$ cat config.mk
export PLATFORM = sky130hd
export DESIGN_NAME = text_line_cell_renderer
export DESIGN_NICKNAME = d
export VERILOG_FILES = /design/src/hw/rtl/tlcr_pkg.sv /design/src/hw/rtl/tlcr_front.sv /design/src/hw/rtl/tlcr_queue.sv /design/src/hw/rtl/tlcr_back.sv /design/src/hw/rtl/text_line_cell_renderer.sv
export SDC_FILE = /design/constraint.sdc
export NUM_CORES = 1
export LEC_CHECK = 0
export BUFFER_PORTS_ARGS = -buffer_cell sky130_fd_sc_hd__buf_2
export CORE_MARGIN = 5
export CORE_UTILIZATION = 54
export DETAILED_ROUTE_END_ITERATION = 6
export PLACE_DENSITY_LB_ADDON = 0.1
export RECOVER_POWER = 100
export SYNTH_ARGS = -nofsm -noshare
export SYNTH_HDL_FRONTEND = slang
export SYNTH_SLANG_ARGS = --single-unit
$ cat constraint.sdc
create_clock -name i_clk -period 7.55 [get_ports i_clk]
set_input_delay 0.755 -clock i_clk [delete_from_list [all_inputs] [get_ports i_clk]]
set_output_delay 0.755 -clock i_clk [all_outputs]
set_load 0.02 [all_outputs]
$ cat src/hw/rtl/tlcr_pkg.sv
// Shared types, constants and helpers of the text line cell renderer.
`default_nettype none

package tlcr_pkg;

    localparam int COLUMNS_RESET     = 80;
    localparam int TAB_WIDTH_DEFAULT = 8;
    localparam int CUR_W             = 14;
    localparam int CMD_DEPTH         = 2;
    localparam int MOD_STEPS         = 2;

    localparam logic signed [CUR_W-1:0] CUR_MAX = 14'sd8191;

    // input op codes
    localparam logic [1:0] OP_START = 2'd0;
    localparam logic [1:0] OP_BYTE  = 2'd1;
    localparam logic [1:0] OP_END   = 2'd2;

    // result kinds
    localparam logic KIND_CELL = 1'b0;
    localparam logic KIND_FILL = 1'b1;

    localparam logic [7:0] CH_SPACE     = 8'h20;
    localparam logic [7:0] CH_DEL       = 8'h7F;
    localparam logic [7:0] CH_CARET_XOR = 8'h40;
    localparam logic [7:0] CH_DOLLAR    = 8'h24;
    localparam logic [7:0] CH_TAB       = 8'h09;
    localparam logic [7:0] CH_CARET     = 8'h5E;
    localparam logic [7:0] CH_LT        = 8'h3C;
    localparam logic [7:0] CH_GT        = 8'h3E;
    localparam logic [3:0] NIBBLE_MASK  = 4'hF;

    typedef struct packed {
        logic [1:0]  op;
        logic [7:0]  ch;
        logic [11:0] scroll_offset;
        logic        mark_left;
    } t_in;

    typedef struct packed {
        logic       kind;
        logic [7:0] column;
        logic [7:0] cell_char;
        logic       last;
    } t_out;

    typedef enum logic [1:0] {
        CMD_START = 2'd0,
        CMD_CHARS = 2'd1,
        CMD_TAB   = 2'd2,
        CMD_END   = 2'd3
    } t_cmd_kind;

    typedef struct packed {
        t_cmd_kind       kind;
        logic [3:0][7:0] chars;     // chars[0] goes out first
        logic [1:0]      last_idx;
        logic [11:0]     offset;
        logic            mark;
    } t_cmd;

    function automatic logic [7:0] hex_digit(input logic [3:0] nib);
        logic [7:0] r;
        begin
            if (nib < 4'd10) begin
                r = 8'h30 + {4'd0, nib};
            end else begin
                r = 8'h37 + {4'd0, nib};
            end
            return r;
        end
    endfunction

endpackage

`default_nettype wire

$ cat src/hw/rtl/tlcr_front.sv
// Front end: accepts input beats and turns them into cell-sequence commands.
`default_nettype none

module tlcr_front (
    input  wire logic          i_in_valid,
    output logic               o_in_ready,
    input  wire tlcr_pkg::t_in i_in_data,
    input  wire logic          i_q_full,
    output logic               o_push,
    output tlcr_pkg::t_cmd     o_cmd
);

    logic          take;
    logic          keep;
    tlcr_pkg::t_cmd cmd;

    assign o_in_ready = !i_q_full;
    assign take       = i_in_valid && !i_q_full;
    assign o_push     = take && keep;
    assign o_cmd      = cmd;

    always_comb begin
        cmd          = '0;
        cmd.kind     = tlcr_pkg::CMD_START;
        cmd.offset   = i_in_data.scroll_offset;
        cmd.mark     = i_in_data.mark_left;
        cmd.chars[0] = i_in_data.ch;
        keep         = 1'b1;
        unique case (i_in_data.op)
            tlcr_pkg::OP_START: begin
                cmd.kind = tlcr_pkg::CMD_START;
            end
            tlcr_pkg::OP_BYTE: begin
                if (i_in_data.ch == tlcr_pkg::CH_TAB) begin
                    cmd.kind = tlcr_pkg::CMD_TAB;
                end else if (i_in_data.ch < tlcr_pkg::CH_SPACE ||
                             i_in_data.ch == tlcr_pkg::CH_DEL) begin
                    cmd.kind     = tlcr_pkg::CMD_CHARS;
                    cmd.chars[0] = tlcr_pkg::CH_CARET;
                    cmd.chars[1] = i_in_data.ch ^ tlcr_pkg::CH_CARET_XOR;
                    cmd.last_idx = 2'd1;
                end else if (i_in_data.ch[7]) begin
                    cmd.kind     = tlcr_pkg::CMD_CHARS;
                    cmd.chars[0] = tlcr_pkg::CH_LT;
                    cmd.chars[1] = tlcr_pkg::hex_digit(i_in_data.ch[7:4]);
                    cmd.chars[2] = tlcr_pkg::hex_digit(i_in_data.ch[3:0] &
                                                       tlcr_pkg::NIBBLE_MASK);
                    cmd.chars[3] = tlcr_pkg::CH_GT;
                    cmd.last_idx = 2'd3;
                end else begin
                    cmd.kind     = tlcr_pkg::CMD_CHARS;
                    cmd.last_idx = 2'd0;
                end
            end
            tlcr_pkg::OP_END: begin
                cmd.kind = tlcr_pkg::CMD_END;
            end
            default: begin
                keep = 1'b0;    // unused op: accepted and dropped
            end
        endcase
    end

endmodule

`default_nettype wire

$ cat src/hw/rtl/tlcr_queue.sv
// Small command queue between the front end and the cell sequencer.
`default_nettype none

module tlcr_queue (
    input  wire logic           i_clk,
    input  wire logic           i_rst_n,
    input  wire logic           i_push,
    input  wire tlcr_pkg::t_cmd i_cmd,
    output logic                o_full,
    output logic                o_valid,
    input  wire logic           i_pop,
    output tlcr_pkg::t_cmd      o_cmd
);

    localparam int AW = $clog2(tlcr_pkg::CMD_DEPTH);

    tlcr_pkg::t_cmd r_mem [tlcr_pkg::CMD_DEPTH];
    logic [AW-1:0]  r_wptr;
    logic [AW-1:0]  r_rptr;
    logic [AW:0]    r_count;
    logic [AW-1:0]  n_wptr;
    logic [AW-1:0]  n_rptr;
    logic           do_push;
    logic           do_pop;

    assign o_full  = r_count == (AW+1)'(tlcr_pkg::CMD_DEPTH);
    assign o_valid = r_count != '0;
    assign o_cmd   = r_mem[r_rptr];
    assign do_push = i_push && !o_full;
    assign do_pop  = i_pop && o_valid;

    assign n_wptr = (r_wptr == AW'(tlcr_pkg::CMD_DEPTH - 1)) ? '0 : r_wptr + 1'b1;
    assign n_rptr = (r_rptr == AW'(tlcr_pkg::CMD_DEPTH - 1)) ? '0 : r_rptr + 1'b1;

    always_ff @(posedge i_clk) begin
        if (!i_rst_n) begin
            r_wptr  <= '0;
            r_rptr  <= '0;
            r_count <= '0;
        end else begin
            if (do_push) begin
                r_wptr <= n_wptr;
            end
            if (do_pop) begin
                r_rptr <= n_rptr;
            end
            if (do_push && !do_pop) begin
                r_count <= r_count + 1'b1;
            end else if (do_pop && !do_push) begin
                r_count <= r_count - 1'b1;
            end
        end
    end

    always_ff @(posedge i_clk) begin
        if (do_push) begin
            r_mem[r_wptr] <= i_cmd;
        end
    end

endmodule

`default_nettype wire

$ cat src/hw/rtl/tlcr_back.sv
// Cell sequencer: walks each command one cell per cycle when not stalled; holds the cursor.
`default_nettype none

module tlcr_back #(
    parameter int TAB_WIDTH = tlcr_pkg::TAB_WIDTH_DEFAULT
) (
    input  wire logic           i_clk,
    input  wire logic           i_rst_n,
    input  wire logic [7:0]     i_width,
    input  wire logic           i_q_valid,
    input  wire tlcr_pkg::t_cmd i_q_cmd,
    output logic                o_q_pop,
    output logic                o_out_valid,
    input  wire logic           i_out_ready,
    output tlcr_pkg::t_out      o_out_data
);

    localparam int PW    = $clog2(TAB_WIDTH);
    localparam int CW    = tlcr_pkg::CUR_W;
    localparam int MCW   = $clog2(tlcr_pkg::MOD_STEPS);
    localparam int RS    = CW + PW;
    localparam int RW    = CW + 2;
    localparam int PRW   = RS + CW;

    localparam logic [PW:0]   TW_C     = (PW+1)'(TAB_WIDTH);
    localparam logic [PW-1:0] PH_LAST  = PW'(TAB_WIDTH - 1);
    localparam logic [MCW-1:0] MOD_END = MCW'(tlcr_pkg::MOD_STEPS - 1);
    // ceil(2^RS / TAB_WIDTH): exact quotient for any CW-bit dividend
    localparam logic [RW-1:0] RECIP    = RW'(((1 << RS) + TAB_WIDTH - 1) / TAB_WIDTH);

    typedef enum logic [5:0] {
        S_IDLE = 6'b000001,
        S_CHARS = 6'b000010,
        S_TAB  = 6'b000100,
        S_END  = 6'b001000,
        S_MARK = 6'b010000,
        S_MOD  = 6'b100000
    } t_state;

    t_state                 r_state, n_state;
    logic signed [CW-1:0]   r_cursor, n_cursor;
    logic [PW-1:0]          r_phase, n_phase;
    logic [11:0]            r_tab_base, n_tab_base;
    logic [3:0][7:0]        r_chars, n_chars;
    logic [1:0]             r_last_idx, n_last_idx;
    logic [1:0]             r_idx, n_idx;
    logic [PW-1:0]          r_tab_cnt, n_tab_cnt;
    logic                   r_mark, n_mark;
    logic [MCW-1:0]         r_mod_cnt, n_mod_cnt;
    logic [CW-1:0]          r_quot, n_quot;
    logic                   r_out_valid;
    tlcr_pkg::t_out         r_out_data;

    logic                   can_emit;
    logic                   emit;
    tlcr_pkg::t_out         e_data;
    logic [CW-1:0]          w_ext;
    logic                   ge;
    logic                   vis;
    logic [7:0]             cell_col;
    logic                   sat;
    logic signed [CW-1:0]   adv_cursor;
    logic [PW-1:0]          adv_phase;
    logic [CW:0]            sum_full;
    logic [CW-1:0]          mod_x;
    logic [PRW-1:0]         mod_prod;
    logic [PW-1:0]          quot_low;
    logic [PW-1:0]          rem;

    assign can_emit    = !r_out_valid || i_out_ready;
    assign o_out_valid = r_out_valid;
    assign o_out_data  = r_out_data;

    assign w_ext    = {{(CW-8){1'b0}}, i_width};
    assign ge       = $signed(r_cursor) >= $signed(w_ext);
    assign vis      = ge || !r_cursor[CW-1];
    assign cell_col = ge ? i_width - 8'd1 : r_cursor[7:0];

    // the cursor stops at its maximum; tab phase then stands still as well
    assign sat        = r_cursor == tlcr_pkg::CUR_MAX;
    assign adv_cursor = sat ? r_cursor : r_cursor + 1'b1;
    assign adv_phase  = sat ? r_phase : ((r_phase == PH_LAST) ? '0 : r_phase + 1'b1);

    // cursor + tab base is never negative: it starts at zero on a line start
    assign sum_full = {r_cursor[CW-1], r_cursor} + {{(CW-11){1'b0}}, r_tab_base};
    assign mod_x    = sum_full[CW-1:0];
    assign mod_prod = PRW'(mod_x) * PRW'(RECIP);

    // remainder is below 2^PW, so only the low bits of x - q*TAB_WIDTH matter
    assign quot_low = r_quot[PW-1:0] * TW_C[PW-1:0];
    assign rem      = mod_x[PW-1:0] - quot_low;

    always_comb begin
        n_state    = r_state;
        n_cursor   = r_cursor;
        n_phase    = r_phase;
        n_tab_base = r_tab_base;
        n_chars    = r_chars;
        n_last_idx = r_last_idx;
        n_idx      = r_idx;
        n_tab_cnt  = r_tab_cnt;
        n_mark     = r_mark;
        n_mod_cnt  = r_mod_cnt;
        n_quot     = r_quot;
        o_q_pop    = 1'b0;
        emit       = 1'b0;
        e_data     = '0;

        unique case (r_state)
            S_IDLE: begin
                if (i_q_valid) begin
                    o_q_pop = 1'b1;
                    unique case (i_q_cmd.kind)
                        tlcr_pkg::CMD_START: begin
                            n_cursor   = '0 - {{(CW-12){1'b0}}, i_q_cmd.offset};
                            n_tab_base = i_q_cmd.offset;
                            n_phase    = '0;
                        end
                        tlcr_pkg::CMD_CHARS: begin
                            n_chars    = i_q_cmd.chars;
                            n_last_idx = ge ? 2'd0 : i_q_cmd.last_idx;
                            n_idx      = 2'd0;
                            n_state    = S_CHARS;
                        end
                        tlcr_pkg::CMD_TAB: begin
                            // past the row end a tab is a single marker
                            n_last_idx = 2'd0;
                            n_idx      = 2'd0;
                            n_tab_cnt  = '0;
                            n_state    = ge ? S_CHARS : S_TAB;
                        end
                        tlcr_pkg::CMD_END: begin
                            n_mark  = i_q_cmd.mark;
                            n_state = S_END;
                        end
                        default: begin
                            n_state = S_IDLE;
                        end
                    endcase
                end
            end
            S_CHARS: begin
                if (!vis || can_emit) begin
                    emit             = vis;
                    e_data.kind      = tlcr_pkg::KIND_CELL;
                    e_data.column    = cell_col;
                    e_data.cell_char = ge ? tlcr_pkg::CH_DOLLAR : r_chars[r_idx];
                    e_data.last      = r_idx == r_last_idx;
                    n_cursor         = adv_cursor;
                    n_phase          = adv_phase;
                    n_idx            = r_idx + 2'd1;
                    if (r_idx == r_last_idx) begin
                        n_state = S_IDLE;
                    end
                end
            end
            S_TAB: begin
                if (!vis || can_emit) begin
                    emit             = vis;
                    e_data.kind      = tlcr_pkg::KIND_CELL;
                    e_data.column    = cell_col;
                    e_data.cell_char = ge ? tlcr_pkg::CH_DOLLAR : tlcr_pkg::CH_SPACE;
                    e_data.last      = (adv_phase == '0) || (r_tab_cnt == PH_LAST);
                    n_cursor         = adv_cursor;
                    n_phase          = adv_phase;
                    n_tab_cnt        = r_tab_cnt + 1'b1;
                    if (e_data.last) begin
                        n_state = S_IDLE;
                    end
                end
            end
            S_END: begin
                if (!ge) begin
                    if (can_emit) begin
                        emit             = 1'b1;
                        e_data.kind      = tlcr_pkg::KIND_FILL;
                        e_data.column    = r_cursor[CW-1] ? 8'd0 : r_cursor[7:0];
                        e_data.cell_char = tlcr_pkg::CH_SPACE;
                        e_data.last      = !r_mark;
                        n_cursor         = w_ext;
                        n_mod_cnt        = '0;
                        n_state          = r_mark ? S_MARK : S_MOD;
                    end
                end else begin
                    n_mod_cnt = '0;
                    n_state   = r_mark ? S_MARK : S_MOD;
                end
            end
            S_MARK: begin
                if (can_emit) begin
                    emit             = 1'b1;
                    e_data.kind      = tlcr_pkg::KIND_CELL;
                    e_data.column    = 8'd0;
                    e_data.cell_char = tlcr_pkg::CH_DOLLAR;
                    e_data.last      = 1'b1;
                    n_mod_cnt        = '0;
                    n_state          = S_MOD;
                end
            end
            S_MOD: begin
                // re-derive the tab phase once the cursor stands at or past the row end:
                // quotient by reciprocal multiply first, remainder next cycle
                if (r_mod_cnt == MOD_END) begin
                    n_phase   = rem;
                    n_mod_cnt = '0;
                    n_state   = S_IDLE;
                end else begin
                    n_quot    = mod_prod[RS +: CW];
                    n_mod_cnt = r_mod_cnt + 1'b1;
                end
            end
            default: begin
                n_state = S_IDLE;
            end
        endcase
    end

    always_ff @(posedge i_clk) begin
        if (!i_rst_n) begin
            r_state     <= S_IDLE;
            r_cursor    <= '0;
            r_phase     <= '0;
            r_tab_base  <= '0;
            r_idx       <= '0;
            r_tab_cnt   <= '0;
            r_mod_cnt   <= '0;
            r_out_valid <= 1'b0;
        end else begin
            r_state    <= n_state;
            r_cursor   <= n_cursor;
            r_phase    <= n_phase;
            r_tab_base <= n_tab_base;
            r_idx      <= n_idx;
            r_tab_cnt  <= n_tab_cnt;
            r_mod_cnt  <= n_mod_cnt;
            if (emit) begin
                r_out_valid <= 1'b1;
            end else if (i_out_ready) begin
                r_out_valid <= 1'b0;
            end
        end
    end

    always_ff @(posedge i_clk) begin
        r_chars    <= n_chars;
        r_last_idx <= n_last_idx;
        r_mark     <= n_mark;
        r_quot     <= n_quot;
        if (emit) begin
            r_out_data <= e_data;
        end
    end

endmodule

`default_nettype wire

$ cat src/hw/rtl/text_line_cell_renderer.sv
// Top level of the text line cell renderer: column register, front end, queue, sequencer.
`default_nettype none

// Turns a stream of line items into cell writes for one screen row. A start
// item places the cursor at minus its scroll offset; each text byte gives one
// cell (printable), two (caret notation), four (<HH>), or up to TAB_WIDTH
// spaces (tab); an end item gives a space fill to the row end and an optional
// '$' in column 0. Cells left of column 0 are dropped and cells past the row
// end become '$' in the last column. The cell sequencer produces one result
// per cycle while the output is not stalled and takes each command from the
// two-entry queue in its idle state; an end line gives its fill and optional
// marker, then recovers the tab phase. The front end keeps accepting items
// while the queue has room, and a result waits in the output register
// without stopping the sequencer from taking its next command. The user must
// write the column register through the config channel only while the block
// is idle; the block itself does not enforce this.
module text_line_cell_renderer #(
    parameter int TAB_WIDTH = tlcr_pkg::TAB_WIDTH_DEFAULT
) (
    input  wire logic           i_clk,
    input  wire logic           i_rst_n,
    input  wire logic           i_in_valid,
    output logic                o_in_ready,
    input  wire tlcr_pkg::t_in  i_in_data,
    output logic                o_out_valid,
    input  wire logic           i_out_ready,
    output tlcr_pkg::t_out      o_out_data,
    input  wire logic           i_cfg_valid,
    output logic                o_cfg_ready,
    input  wire logic [7:0]     i_cfg_data
);

    logic [7:0]     r_columns;
    logic [7:0]     width;
    logic           q_full;
    logic           q_push;
    logic           q_valid;
    logic           q_pop;
    tlcr_pkg::t_cmd push_cmd;
    tlcr_pkg::t_cmd head_cmd;

    assign o_cfg_ready = 1'b1;
    assign width       = (r_columns < 8'd2) ? 8'd2 : r_columns;

    always_ff @(posedge i_clk) begin
        if (!i_rst_n) begin
            r_columns <= 8'(tlcr_pkg::COLUMNS_RESET);
        end else if (i_cfg_valid && o_cfg_ready) begin
            r_columns <= i_cfg_data;
        end
    end

    tlcr_front u_front (
        .i_in_valid (i_in_valid),
        .o_in_ready (o_in_ready),
        .i_in_data  (i_in_data),
        .i_q_full   (q_full),
        .o_push     (q_push),
        .o_cmd      (push_cmd)
    );

    tlcr_queue u_queue (
        .i_clk   (i_clk),
        .i_rst_n (i_rst_n),
        .i_push  (q_push),
        .i_cmd   (push_cmd),
        .o_full  (q_full),
        .o_valid (q_valid),
        .i_pop   (q_pop),
        .o_cmd   (head_cmd)
    );

    tlcr_back #(
        .TAB_WIDTH (TAB_WIDTH)
    ) u_back (
        .i_clk       (i_clk),
        .i_rst_n     (i_rst_n),
        .i_width     (width),
        .i_q_valid   (q_valid),
        .i_q_cmd     (head_cmd),
        .o_q_pop     (q_pop),
        .o_out_valid (o_out_valid),
        .i_out_ready (i_out_ready),
        .o_out_data  (o_out_data)
    );

endmodule

`default_nettype wire

# Yosys cells after proc, flatten, opt, wreduce, memory -nomap -nowiden
# Memory sizes are Yosys's and may differ from the RTL's. A register that Yosys moved wholly into a read port is not among the register bits.
# Index checks and enable logic that the tools add are counted.
[totals]
ff_bits = 98
latch_bits = 0
ramBits = 98
rom_bits = 0
in_bits = 36
output_inout_bits = 21
wordCells = 203
n_memories = 1
[op_classes]
add_sub_neg = 16
n_mul = 0
div_mod_pow = 0
n_lt_le_gt_ge = 6
eq_ne = 34
shifts = 0
mux = 81
bitwise_logic = 1
reduce_logical = 42
[mem_list]
columns = ["name", "words", "word_bits", "read_ports", "rd_clocked_by_memory_dff", "write_ports", "line_no", "rtl"]
rows = [
  ["u_queue.r_mem", 2, 49, 1, 1, 1, "tlcr_queue.sv:17", "tlcr_pkg::t_cmd r_mem [tlcr_pkg::CMD_DEPTH];"],
]
[op_table]
columns = ["operator", "n"]
rows = [
  ["14-bit 2-to-1 mux", 6],
  ["18-bit one-hot mux with 4 select lines", 1],
  ["34-bit 2-to-1 mux", 2],
  ["6-bit 2-to-1 mux", 10],
  ["8-bit 2-to-1 mux", 7],
  ["18-bit 2-to-1 mux", 3],
  ["14-bit one-hot mux with 3 select lines", 1],
  ["6-bit one-hot mux with 6 select lines", 1],
  ["17-bit 2-to-1 mux", 2],
  ["3-bit 2-to-1 mux", 11],
  ["30-bit 2-to-1 mux", 1],
  ["6-bit by 4-bit adder with 7-bit output (first input constant)", 4],
  ["6-bit one-hot mux with 3 select lines", 1],
  ["1-bit 2-to-1 mux", 17],
  ["8-bit binary-select mux with 2-bit select", 1],
  ["16-bit 2-to-1 mux", 1],
  ["2-bit 2-to-1 mux", 8],
  ["2-bit by 1-bit inequality test with 1-bit output (second input constant)", 8],
  ["14-bit by 1-bit adder with 14-bit output (second input constant)", 1],
  ["14-bit == test (second input constant)", 1],
  ["14-bit by 9-bit greater-or-equal comparator with 1-bit output", 1],
  ["1-bit by 12-bit subtractor with 13-bit output (first input constant)", 1],
  ["2-bit inequality test (second input constant)", 6],
  ["2-bit one-hot mux with 2 select lines", 3],
  ["43 further kinds", 82],
]

# Logic depth before layout (Yosys ltp)
[logic_depth]
word_depth = 9
mapped_depth = 13
ltp_nobuf = 11

# Cells and area by module
# A second synthesis with hierarchy kept.
[unflattened]
cells_unflattened = 791
area_unflattened_um2 = 9773.1
[by_module_without_submodules]
columns = ["mod", "n_inst", "cells_per_inst", "area_each_um2", "seq_area_each_um2"]
rows = [
  ["tlcr_back", 1, 462, 4833.4, 2252.2],
  ["tlcr_queue", 1, 177, 3764.9, 3042.9],
  ["tlcr_front", 1, 114, 812.0, 0.0],
  ["text_line_cell_renderer", 1, 38, 362.8, 160.2],
]

# Worst setup path after synthesis
# No wires, ideal clock.
[synth_path]
path_kind = "register to register"
startpoint = "register r_columns[2]"
endpoint = "register u_back.r_out_data, in the netlist u_back.o_out_data[0] (enable)"
setup_time_ns = 0.393
arrival_ns = 3.704
t_required_ns = 7.157
setup_slack_ns = 3.453
path_stages_with_launch = 14
path_buffers = 2
synth_period_minus_slack_ns = 4.097
cell_sequence = "dfxtp_1 > clkbuf_1 > or4_1 > or3_1 > o21ai_1 > inv_1 > ha_1 > nand2b_1 > a21oi_1 > o221ai_1 > a21oi_2 > buf_2 > a21oi_1 > nor2_1"
[synth_between]
elab_chain_len = 8
[synth_rtl]
columns = ["element", "line_no", "rtl"]
rows = [
  ["start, declared", "text_line_cell_renderer.sv:33", "logic [7:0] r_columns;"],
  ["start signal, assigned", "text_line_cell_renderer.sv:47", "r_columns <= 8'(tlcr_pkg::COLUMNS_RESET);"],
  ["start signal, assigned", "text_line_cell_renderer.sv:49", "r_columns <= i_cfg_data;"],
  ["8-bit by 2-bit less-than comparator with 1-bit output", "text_line_cell_renderer.sv:43", "assign width = (r_columns < 8'd2) ? 8'd2 : r_columns;"],
  ["8-bit 2-to-1 mux *", "text_line_cell_renderer.sv:43", ""],
  ["14-bit by 9-bit greater-or-equal comparator with 1-bit output *", "tlcr_back.sv:75", "assign ge = $signed(r_cursor) >= $signed(w_ext);"],
  ["1-bit logical OR", "tlcr_back.sv:76", "assign vis = ge || !r_cursor[CW-1];"],
  ["1-bit logical NOT", "tlcr_back.sv:143, tlcr_back.sv:158", ""],
  ["1-bit logical OR", "tlcr_back.sv:143, tlcr_back.sv:158", ""],
  ["1-bit 2-to-1 mux", "tlcr_back.sv:143, tlcr_back.sv:158", ""],
  ["1-bit one-hot mux with 3 select lines *", "tlcr_back.sv:109", "unique case (r_state)"],
  ["via u_back.emit", "tlcr_back.sv:55", "logic emit;"],
  ["end signal, assigned", "tlcr_back.sv:250", "r_out_data <= e_data;"],
  ["end, declared", "tlcr_back.sv:52", "tlcr_pkg::t_out r_out_data;"],
]
# The timed path passes the listed nets; every way through them passes the cells marked *.
# A chain may end at the register's enable or synchronous reset.

==> results list <==
- Status: finished with violations
* Violations in the final reports: max-capacitance violations, max-slew violations
- Crit path required time: 7.77 ns
- No sink is reached through more buffers than the 2 on the longest clock path.
* Multi-input logic area: 0.00357 mm²
- Power spread over the standard cell area amounts to 333 mW/mm².
- In this run the remaining antenna-violating nets after routing total 0.
- For this run, the total global-route usage over all layers was measured as 21.5%.
- The net count of the finished layout is 846.
- Most used standard cell by instance count after synthesis: edfxtp_1
- Number of warnings printed during yosys synthesis: 0
* Diodes inserted: 0
- In the routed design, unresolved DRC markers number 0.
- Entering global routing, the biggest net connects 45 pins.
* Hold violation total from the final report: 0
- Pins over their slew limit: 160
- Startpoint of the most critical register-to-register path: r_columns[2]$_SDFFE_PN0P_
- Kind of critical path: flip-flop to flip-flop
- Number of post-CTS setup repair buffers: 0
* Die width: 136 µm
- Dominant synthesized flop cell: edfxtp_1
- The root buffer cell chosen for the clock tree is clkbuf_16.
- Critical Path Sink Type: flip-flop
- In this run, post-CTS repair resized a total of 0 instances.
- The number of antenna violations at the first check in global routing was 0.
- Clock insertion delay at the later pin of the skew report: 0.43 ns
* Cell Area, Synth: 0.00859 mm²
- Via count of the first global-routing pass: 5,738
* Synth-to-Final Area Change: 10.2%
* H-tree depth: 4
* Share of the synthesized area in the top cell type: 43.7%
* Cell with the biggest individual delay on the critical path: a211oi_1
* Ranking of synthesized cells by instance count: 125 x edfxtp_1, 62 x nor2_1, 46 x dfxtp_1
* Data arrival, critical path: 5.59 ns
- Count of vias placed by the detailed router: 5,929
- Setup violations remaining at the end of the flow were counted as 0.
* Vias per cell: 5.88
* Highest cell delay on the worst timing path: 1.48 ns
- Synthesized instance count: 737
- The final critical path takes up 71.0% of the cycle.
* Startpoint of the worst hold path: i_in_data[2]
- Peak ir drop on the vdd network: 0.230 mV
- Number of buffer cells added on primary ports: 55
* Leakage power total: 0.00334 µW
* Post-detailed-routing wire length: 19,100 µm
- At the end of the flow the core is filled with cells to 60.1%.
- EDFF count, synth: 125
- Clock tree skew after final layout: 0.0101 ns
- Share of layout cells above drive strength 1: 13.0%
- Setup TNS: 0 ns
- The total overflow left after global routing is 0.
* Number of different library cells in the post-synthesis netlist: 79
* Max capacitance violation total: 6
- Worst slew pin tran: 2.64 ns
* Maximum fanout along the worst path: 15
- Ordered cell list for the critical path: or4_1, or3_1, o21ai_0, inv_1, ha_1, nand2b_1, a21oi_1, o221ai_1, a211oi_1, a21boi_0, a211oi_1
* Full die area: 0.0185 mm²
* Most common cell type on the critical path: a211oi_1
* Synth area leader: edfxtp_1
- Initial cell density of the core: 54.5%
- Of all flip-flops after synthesis, the portion carrying an async set or reset was 0%.
* Router iterations before antenna repair: 5
- Sequential elements use 54.4% of the synthesized area.
- For this design, the CTS-stage hold fixing added 0 buffers.
- The layout has 1,337 filler cells.
- Placeable core region: 0.0158 mm²
- Post-synthesis area per instance: 11.7 µm²
* CTS Buf Count: 17
- In this run the count of I/O pins placed on the die edge is 57.
- Setup repair after global routing left no endpoint under its margin.
- Clock-pin slew reported for the worst setup and hold paths after clock tree synthesis: 0.06 ns
- Number of placement rows: 46
* Min Clock Period, post-route: 5.36 ns
- The first global-routing pass estimated 30,700 µm of wire.
* WL per Instance: 18.9 µm
- Kind of start point of the critical path: flip-flop
- From bottom edge to top edge, the die measures 136 µm.
- Measured against its own limit, the worst slew margin works out to -76.2%.
- Startpoint of the worst setup timing path: r_columns[2]$_SDFFE_PN0P_
- Register area: 0.00467 mm²
- Fmax: 187 MHz
- CTS saw 171 sinks.
- After synthesis the netlist holds a flip-flop and latch count of 171.
- Routability-driven placement finished with a final weighted congestion of 0.867.
* Area contributors post-synth: edfxtp_1 44%, dfxtp_1 11%, ha_1 4.4%, mux2_2 3.9%, mux2i_1 3.0%
- The tightest min-delay check is of the input port to flip-flop type.
- Clock tree from TritonCTS: built
- Summed over all nets, the half-perimeter wirelength after detailed placement is 13,500 µm.
- DRC violation total after the first TritonRoute iteration: 396
==> stage by stage <==
stage	cells	worst slack, ns	power [µW]	hold slack (ns)	area, µm²
after global placement	976	3.75	2330	0.485	9010
after global routing	1008	1.77	3340	0.500	9470
after floorplan	738	3.45	2110	0.470	8600
final	1008	2.19	3150	0.512	9470
after CTS	1008	3.61	3190	0.495	9570
after detailed placement	976	3.65	2360	0.502	9010
==> critical path: cells and delay by family (launching register included) <==
kind,cells,cell delay [ns]
AO/OA/AOI/OAI,6,3.34
adder cells (fa/ha/maj),1,0.29
buffers and inverters,1,0.12
flip-flops,1,0.37
AND/OR/NAND/NOR,3,1.05
==> power by group <==
| group | switching [µW] | internal (µW) | total [µW] |
|---|---|---|---|
| clock | 361 | 467 | 828 |
| combinational | 613 | 400 | 1010 |
| sequential | 124 | 1190 | 1310 |
==> cell type report <==
class | count | share of cell area [%]
timing repair buffer | 60 | 2.81
clock inverter | 12 | 1.22
clock buffer | 20 | 4.72
multi-input combinational | 496 | 37.7
sequential | 171 | 49.4
tap | 216 | 2.85
inverter | 33 | 1.31
==> state kept, by name, indices dropped and copies added, names as in the netlist, named ones only <==
register and cells:
u_queue.r_mem 80, u_back.r_chars 24, u_back.o_out_data 18, u_back.r_cursor 14
r_columns 8, u_back.r_state 6, u_back.r_phase 3, u_back.r_tab_base 3
u_back.r_tab_cnt 3, u_back.r_idx 2, u_back.r_last_idx 2, u_queue.r_count 2
u_back.o_out_valid 1, u_back.r_mark 1, u_back.r_mod_cnt 1, u_queue.r_rptr 1
u_queue.r_wptr 1
==> path summary, 6_finish.rpt <==
kind / endpoint / slack [ns] / cells after the start
hold / removal: u_queue.r_mem[0][2]$_DFFE_PP_ / 0.51 / 1
setup reg to reg: u_back.o_out_data[12]$_DFFE_PP_ / 2.19 / 11
hold reg to reg: u_back.r_tab_cnt[1]$_SDFFE_PN0P_ / 0.51 / 2
setup / recovery: u_back.o_out_data[12]$_DFFE_PP_ / 2.19 / 11
==> layer usage <==
metal / global-route usage [%] / vias up / part of all wire (%)
met5: 0 / - / 0
met4: 6.33 / 0 / 1.5
met3: 4.85 / 25 / 7.0
met2: 30.8 / 195 / 43
met1: 32.7 / 2846 / 48
li1: - / 2863 / -
==> cell families after synthesis <==
| kind of cell | count (synthesis) | share of synthesized area [%] |
|---|---|---|
| simple gates | 217 | 13.5 |
| mux | 59 | 7.66 |
| other cells | 2 | 0.0874 |
| xor+xnor | 30 | 3.06 |
| flops | 171 | 54.4 |
| fa+ha+maj | 31 | 4.60 |
| compound gates | 156 | 13.2 |
| buf+inv | 71 | 3.52 |
==> placed cells by master (no fill, tap or decap), types with 7 or more instances in the layout <==
cell	n
edfxtp_1	125
nor2_1	62
dfxtp_1	46
nand2_1	38
o21ai_0	33
inv_1	33
clkbuf_1	33
a21oi_1	32
ha_1	30
mux2_2	27
buf_2	27
mux2i_1	26
xnor2_1	23
nor3_1	23
a211oi_1	17
clkbuf_16	17
nand3_1	12
nand2b_1	10
o32ai_1	8
or3_1	7
xor2_1	7
a32o_1	7
Note: power is estimated with default switching activity, not from simulation.
